`config.mk`:
```
export PLATFORM = sky130hd
export DESIGN_NAME = uri_percent_decoder
export DESIGN_NICKNAME = d
export VERILOG_FILES = /design/src/rtl/core/upd_pkg.sv /design/src/rtl/core/upd_decode.sv /design/src/rtl/core/uri_percent_decoder.sv
export SDC_FILE = /design/constraint.sdc
export NUM_CORES = 1
export LEC_CHECK = 0
export ABC_AREA = 1
export ABC_CLOCK_PERIOD_IN_PS = 2200
export BUFFER_PORTS_ARGS = -buffer_cell sky130_fd_sc_hd__buf_4
export CAP_MARGIN = 0
export CORE_MARGIN = 4
export CORE_UTILIZATION = 49
export DETAILED_ROUTE_END_ITERATION = 7
export PLACE_DENSITY = 0.74
export SLEW_MARGIN = 30
export SYNTH_ARGS = -nofsm -noshare
export SYNTH_HDL_FRONTEND = slang
export SYNTH_SLANG_ARGS = --single-unit
```
`constraint.sdc`:
```
create_clock -name clk_i -period 2.2 [get_ports clk_i]
set_input_delay 0.44 -clock clk_i [delete_from_list [all_inputs] [get_ports clk_i]]
set_output_delay 0.44 -clock clk_i [all_outputs]
set_load 0.05 [all_outputs]
```
`src/rtl/core/upd_pkg.sv`:
```
package upd_pkg;

  localparam logic [7:0] PctChar   = 8'h25;
  localparam logic [7:0] PrintLow  = 8'd32;
  localparam logic [7:0] PrintEnd  = 8'd127;
  localparam logic [3:0] HexAlphaBase = 4'd10;

  typedef enum logic [1:0] {
    PH_IDLE = 2'd0,
    PH_HIGH = 2'd1,
    PH_LOW  = 2'd2
  } phase_e;

  // Decode result handed from the decode stage to the output register.
  typedef struct packed {
    logic       produce;
    logic [7:0] out_byte;
    logic       has_char;
    logic       end_of_string;
    logic       decode_error;
  } result_t;

  // Hex digit of either case: {bad, value}; value is 0 when bad.
  function automatic logic [4:0] hex_value(input logic [7:0] b);
    logic [4:0] r;
    r = {1'b1, 4'd0};
    if (b >= 8'h30 && b <= 8'h39) begin
      r = {1'b0, 4'(b - 8'h30)};
    end else if (b >= 8'h61 && b <= 8'h66) begin
      r = {1'b0, 4'(HexAlphaBase + 4'(b - 8'h61))};
    end else if (b >= 8'h41 && b <= 8'h46) begin
      r = {1'b0, 4'(HexAlphaBase + 4'(b - 8'h41))};
    end
    return r;
  endfunction

endpackage

```
`src/rtl/core/upd_decode.sv`:
```
module upd_decode (
  input  logic             clk_i,
  input  logic             rst_ni,
  input  logic             step_i,
  input  logic [7:0]       byte_i,
  input  logic             last_i,
  output upd_pkg::result_t res_o
);

  upd_pkg::phase_e phase_q, phase_d;
  logic [3:0]      nib_q, nib_d;
  logic            err_q, err_d;

  always_comb begin
    logic [4:0] hv;
    logic [7:0] ch;
    logic       emit;
    hv      = upd_pkg::hex_value(byte_i);
    ch      = 8'd0;
    emit    = 1'b0;
    phase_d = upd_pkg::PH_IDLE;
    nib_d   = nib_q;
    err_d   = err_q;
    unique case (phase_q)
      upd_pkg::PH_HIGH: begin
        err_d   = err_q | hv[4];
        nib_d   = hv[3:0];
        phase_d = upd_pkg::PH_LOW;
      end
      upd_pkg::PH_LOW: begin
        err_d = err_q | hv[4];
        ch    = {nib_q, hv[3:0]};
        emit  = !err_d && ch >= upd_pkg::PrintLow && ch < upd_pkg::PrintEnd;
      end
      default: begin
        if (byte_i == upd_pkg::PctChar) begin
          phase_d = upd_pkg::PH_HIGH;
        end else begin
          ch   = byte_i;
          emit = !err_q;
        end
      end
    endcase
    // string ends inside an escape
    if (last_i && phase_d != upd_pkg::PH_IDLE) begin
      err_d = 1'b1;
      emit  = 1'b0;
    end
    res_o.produce       = emit | last_i;
    res_o.out_byte      = emit ? ch : 8'd0;
    res_o.has_char      = emit;
    res_o.end_of_string = last_i;
    res_o.decode_error  = last_i & err_d;
  end

  always_ff @(posedge clk_i or negedge rst_ni) begin
    if (!rst_ni) begin
      phase_q <= upd_pkg::PH_IDLE;
      nib_q   <= 4'd0;
      err_q   <= 1'b0;
    end else if (step_i) begin
      if (last_i) begin
        phase_q <= upd_pkg::PH_IDLE;
        nib_q   <= 4'd0;
        err_q   <= 1'b0;
      end else begin
        phase_q <= phase_d;
        nib_q   <= nib_d;
        err_q   <= err_d;
      end
    end
  end

endmodule

```
`src/rtl/core/uri_percent_decoder.sv`:
```
// Percent decoder for a byte stream, one character word per cycle unless out_ready_i stalls it.
// A result word passes the input register, then the result register; words
// that cause no result are dropped from the input register.
// Throughput: one word per cycle when the output is not stalled, set by the single decode stage and its state.
// Reset (rst_ni low, asynchronous): both stages empty, escape state cleared.
module uri_percent_decoder (
  input  logic       clk_i,
  input  logic       rst_ni,
  input  logic       in_valid_i,
  output logic       in_ready_o,
  input  logic [7:0] in_byte_i,
  input  logic       in_last_i,
  output logic       out_valid_o,
  input  logic       out_ready_i,
  output logic [7:0] out_byte_o,
  output logic       has_char_o,
  output logic       end_of_string_o,
  output logic       decode_error_o
);

  logic             in_valid_q;
  logic [7:0]       in_byte_q;
  logic             in_last_q;
  logic             out_valid_q;
  upd_pkg::result_t out_q;
  upd_pkg::result_t res;
  logic             step;

  // advance the input word whenever the result slot is free or draining
  assign step       = in_valid_q && (!out_valid_q || out_ready_i);
  assign in_ready_o = !in_valid_q || step;

  upd_decode u_decode (
    .clk_i  (clk_i),
    .rst_ni (rst_ni),
    .step_i (step),
    .byte_i (in_byte_q),
    .last_i (in_last_q),
    .res_o  (res)
  );

  always_ff @(posedge clk_i or negedge rst_ni) begin
    if (!rst_ni) begin
      in_valid_q <= 1'b0;
    end else if (in_ready_o) begin
      in_valid_q <= in_valid_i;
    end
  end

  always_ff @(posedge clk_i) begin
    if (in_ready_o && in_valid_i) begin
      in_byte_q <= in_byte_i;
      in_last_q <= in_last_i;
    end
  end

  always_ff @(posedge clk_i or negedge rst_ni) begin
    if (!rst_ni) begin
      out_valid_q <= 1'b0;
    end else if (step) begin
      out_valid_q <= res.produce;
    end else if (out_ready_i) begin
      out_valid_q <= 1'b0;
    end
  end

  always_ff @(posedge clk_i) begin
    if (step && res.produce) begin
      out_q <= res;
    end
  end

  assign out_valid_o     = out_valid_q;
  assign out_byte_o      = out_q.out_byte;
  assign has_char_o      = out_q.has_char;
  assign end_of_string_o = out_q.end_of_string;
  assign decode_error_o  = out_q.decode_error;

endmodule

```
# Word level (Yosys, flattened, before mapping)
# Index checks and enable logic that the tools add are counted.
# totals
reg_bits,29
input_bits,13
output_inout_bits,13
wordCells,68
# classes
n_mux,18
bitwise_logic,3
magnitude_cmp,8
n_addsub,5
reduce_logical,20
n_eq_ne,3
# ops
op,count
">= comparator 8 x 6 -> 1 bit, second input constant",2
">= comparator 8 x 7 -> 1 bit, second input constant",2
"<= comparator 8 x 7 -> 1 bit, second input constant",2
case mux 8 bit (2 select lines),1
2-to-1 mux 5 bit,3
"subtractor 4 x 1 -> 4 bit, second input constant",3
logical AND 1 bit,9
"adder 4 bit, first input constant",2
"== test 8 x 6 -> 1 bit, second input constant",1
"<= comparator 8 x 6 -> 1 bit, second input constant",1
"< comparator 8 x 7 -> 1 bit, second input constant",1
2-to-1 mux 1 bit,8
2-to-1 mux 4 bit,2
2-to-1 mux 8 bit,1
nonzero test 2 bit,3
zero test 1 bit,4
case mux 2 bit (2 select lines),1
"== test 2 x 1 -> 1 bit, second input constant",1
"== test 2 bit, second input constant",1
logical OR 1 bit,2
2-to-1 mux 2 bit,1
bitwise OR 1 bit,2
case mux 1 bit (2 select lines),1
AND reduction 2 bit,1
2 further kinds,2

# Depth between registers and ports, before layout
# logic_depth
depth_word,13
ltp_mapped,14
ltp_nobuf,14

# Cells and area by module
# A second synthesis with hierarchy kept.
# hier_totals
cells_unflattened,167
hier_area_um2,1560.2
# by_module_without_submodules
module,area_per_inst_um2,n_inst,seq_area_each_um2,cells_each
upd_decode,853.3,1,175.2,132
uri_percent_decoder,706.9,1,650.6,35

# Worst setup path after synthesis
# OpenSTA, ideal clock, no wires.
# synth_path
kind,register to register
from,reg in_byte_q[0]
to,reg out_q (netlist bit decode_error_o) (enable)
setup_ns,0.339
required_time_ns,1.861
n_path_buf,0
t_arrival_ns,1.670
path_stages_with_launch,13
synth_period_minus_slack_ns,2.009
setup_slack_ns,0.191
path_cell_list,edfxtp_1 ha_1 inv_1 nand3_1 nand3_1 nand2_4 o21ai_2 nor2_1 nand2_1 nand2_2 nand3_1 nand2_1 inv_1
# synth_via
elab_chain_len,13
elab_cells_between_ends,33
classes_between,add/sub: 5; order compare: 8; eq/ne: 1; mux: 8; bitwise: 2; reduce/logical: 9
# synth_rtl
element,line,rtl
"start, declared",uri_percent_decoder.sv:22,logic [7:0] in_byte_q;
"start signal, assigned",uri_percent_decoder.sv:52,in_byte_q <= in_byte_i;
branches (longest 10 deep; another with >= comparator 8 x 6 -> 1 bit),-,
2-to-1 mux 1 bit (*),upd_decode.sv:45,if (last_i && phase_d != upd_pkg::PH_IDLE) begin
bitwise OR 1 bit (*),upd_decode.sv:49,res_o.produce = emit | last_i;
logical AND 1 bit (*),uri_percent_decoder.sv:68,if (step && res.produce) begin
"end signal, assigned",uri_percent_decoder.sv:69,out_q <= res;
"end, declared",uri_percent_decoder.sv:25,upd_pkg::result_t out_q;
# Mark *: on every way between the ends.
# A chain may end at the register's enable or synchronous reset.

# Worst setup path after layout
# layout_path
from,reg in_byte_q[0]
to,reg out_q (netlist bit out_byte_o[1]) (enable)
# The elaborated chain is that of the path after synthesis.

==> results.yml <==
outcome:
  status: "complete, no violations"
yosys:
  synth_top_family_by_area: "simple AND/OR/NAND/NOR gates"
  yosys-top-cells-area: "edfxtp_1, dfrtp_1, inv_1"
  yosysSeqAreaShare_pct: 53.7
  synth_top_cell_by_area: "edfxtp_1"
  syn_nets: 172
  yosys.area_share.xor_xnor_pct: 0
  mappedNetlistArea_sq_um: 1540
  synth_cell_types: 26
  syn_inst: 153
  synth_compound_area_share_pct: 8.39
  yosys_register_bits: 29
  synth-warning-count: 0
  synth_top_area_share_pct: 39.1
  synth_area_per_cell_sq_um: 10.0
  synthMuxAreaShare_pct: 0
  synth-simple-area-share_pct: 25.3
  synth_fa_ha_area_share_pct: 4.89
power_and_ir_drop:
  p_total_w: 0.00143
  irDropWorstVdd_v: 0.000491
  p_leak_nw: 0.857
  power.density_nw_per_um2: 730
global_route:
  grt_max_degree: 12
  track_usage_pct: 16.5
  grt_pass1_vias: 1080
  antenna_found_initial: 0
  overflow: 0
  grt_pass1_wl_mm: 5.05
finish:
  postLayoutCellArea_sq_um: 1960
  diodes: 0
  layout.nets: 212
  nFillCells: 262
  final_cell_mix: "buf_4, inv_1, nand2_1"
  layout-drive-gt1-share_pct: 36.1
  syn2layout_area_growth_pct: 27.4
  final_common_cell: "buf_4"
drt:
  via_count: 1176
  firstDrtPassIters: 4
  vias_per_cell: 4.94
  drt-wirelength-per-cell_microns: 12.4
  drc: 0
  drt_iter0_markers: 49
  drt_wl_total_mm: 2.96
  postRouteAntennaNets: 0
sta:
  layout_min_cycle_time_ps: 2060
  slew_violations: 0
  whs_ps: 281
  relSlewSlack_pct: 78.5
  fmax_ghz: 0.485
  finClkSkew_ps: 10.6
  final_hold_viol_count: 0
  period_share_pct: 93.6
  worst_pin_slew_ps: 322
  fin_tns_setup_ps: 0
  setup_violations: 0
worst_setup_path:
  r2r-start: "in_byte_q[0]"
  rr_worst_depth: 14
  critPathKind: "reg2reg"
  required_ps: 2300
  rr_endpoint: "out_byte_o[1]"
  cp-start-kind: "flop"
  reg2reg_slack_ps: 140
  arrival_ps: 2160
  end_kind: "flop"
  cp_max_fo: 11
placed_design:
  place_congestion: 0.903
  place_area_sq_um: 1820
  post-dp-hpwl_mm: 2.38
  numPortBuffers: 25
die:
  start_util_pct: 50.7
  core_sq_um: 3030
  dieHeight_microns: 64.0
  die-width_microns: 64.0
  io_pins: 26
  placementRows: 20
  dieArea_sq_um: 4100
clocking:
  root_buffer: "clkbuf_4"
  clock-sinks: 29
  htree_levels: 2
  cts-buffers-inserted: 5
  insertion_delay_ps: 330
  ctsLongestPathBuffers: 2
  path_clk_slew_ps: 90
  cts_tree: "done"
worst_hold_path:
  hold-path-cell-count: 1
  worstHoldStart: "in_last_i"
  hold_path.class: "in2reg"
  holdPathEnd: "in_last_q"
flow_run:
  max_cap_viol_count: 0
[metal layers]
layer / share of wire [%] / up-vias / track usage, %
li1: - / 589 / -
met1: 42 / 539 / 20.3
met2: 48 / 41 / 25.3
met3: 8.1 / 7 / 6.68
met4: 1.9 / 0 / 7.28
met5: 0 / - / 0
[sequential cells by signal, summed over array words and instances (netlist names)]
name and flops:
out_valid_o 1, in_last_q 1, u_decode.err_q 1, in_byte_q 8, u_decode.phase_q 2, out_byte_o 8
u_decode.nib_q 4, has_char_o 1, in_valid_q 1, end_of_string_o 1, decode_error_o 1
[cell families (layout without fill, tap and decap cells)]
logic type,after synthesis,after routing
adder cells (fa/ha/maj),6,6
AND/OR/NAND/NOR,67,67
buffers and inverters,31,72
AO/OA/AOI/OAI,20,20
flip-flops,29,29
[synth_stat cells, drive strengths merged]
library cell  number
nand4              1
nor3               2
dfrtp              9
a22oi              2
nand2             27
buf                1
o21ai              7
nand3             18
a21oi              4
inv               30
ha                 6
edfxtp            20
a31oi              1
nor2              18
o22ai              6
or2                1
[final cells by class]
cell class,instances,area (sq um),share of cell area [%]
Clock buffer,8,80.1,4.09
Tap cell,44,55.1,2.81
Sequential cell,29,826,42.2
Inverter,30,113,5.75
Multi-Input combinational cell,93,613,31.3
Timing Repair Buffer,34,270,13.8
[worst max-delay path by stage]
stage                       startpoint             end  cells after the start
after floorplan           in_byte_q[0]  decode_error_o                     12
after global placement    in_byte_q[0]   out_byte_o[1]                     13
after detailed placement  in_byte_q[0]   out_byte_o[1]                     13
after CTS                 in_byte_q[0]   out_byte_o[1]                     13
after global routing      in_byte_q[0]   out_byte_o[1]                     14
final                     in_byte_q[0]   out_byte_o[1]                     14
[stage by stage]
step / utilization (%) / cells / setup slack (ps)
final: 64.6 / 238 / 140
after global routing: 64.6 / 238 / -20.0
after CTS: 63.0 / 234 / 33.5
after detailed placement: 60.0 / 225 / 50.2
after global placement: 60.0 / 225 / 80.0
after floorplan: - / 153 / 191
[critical path, stage by stage, from the launching register on]
cell      delay (ps)
edfxtp_1         470
inv_2             90
ha_1             160
nand2_1           70
nand3_2          100
nand2_4           90
nand2_4          130
nand3_2          120
nor2_1           100
nand2_1           70
nand2_2           80
nand3_1           80
nand2_2           90
inv_2             50
buf_12           130
[repair_timing]
action,CTS,global route
hold buffers,1,0
hold endpoints to repair,9,0
gates resized for setup,0,7
buffers inserted,0,4
endpoints found under the setup margin,0,15
[power breakdown]
part	total (W)	internal [W]	switching, W
sequential	0.000671	0.000647	0.0000236
clock	0.000404	0.000226	0.000178
combinational	0.000353	0.000115	0.000238
total	0.00143	0.000988	0.000440
No activity file was read; power rests on OpenSTA's default activity.
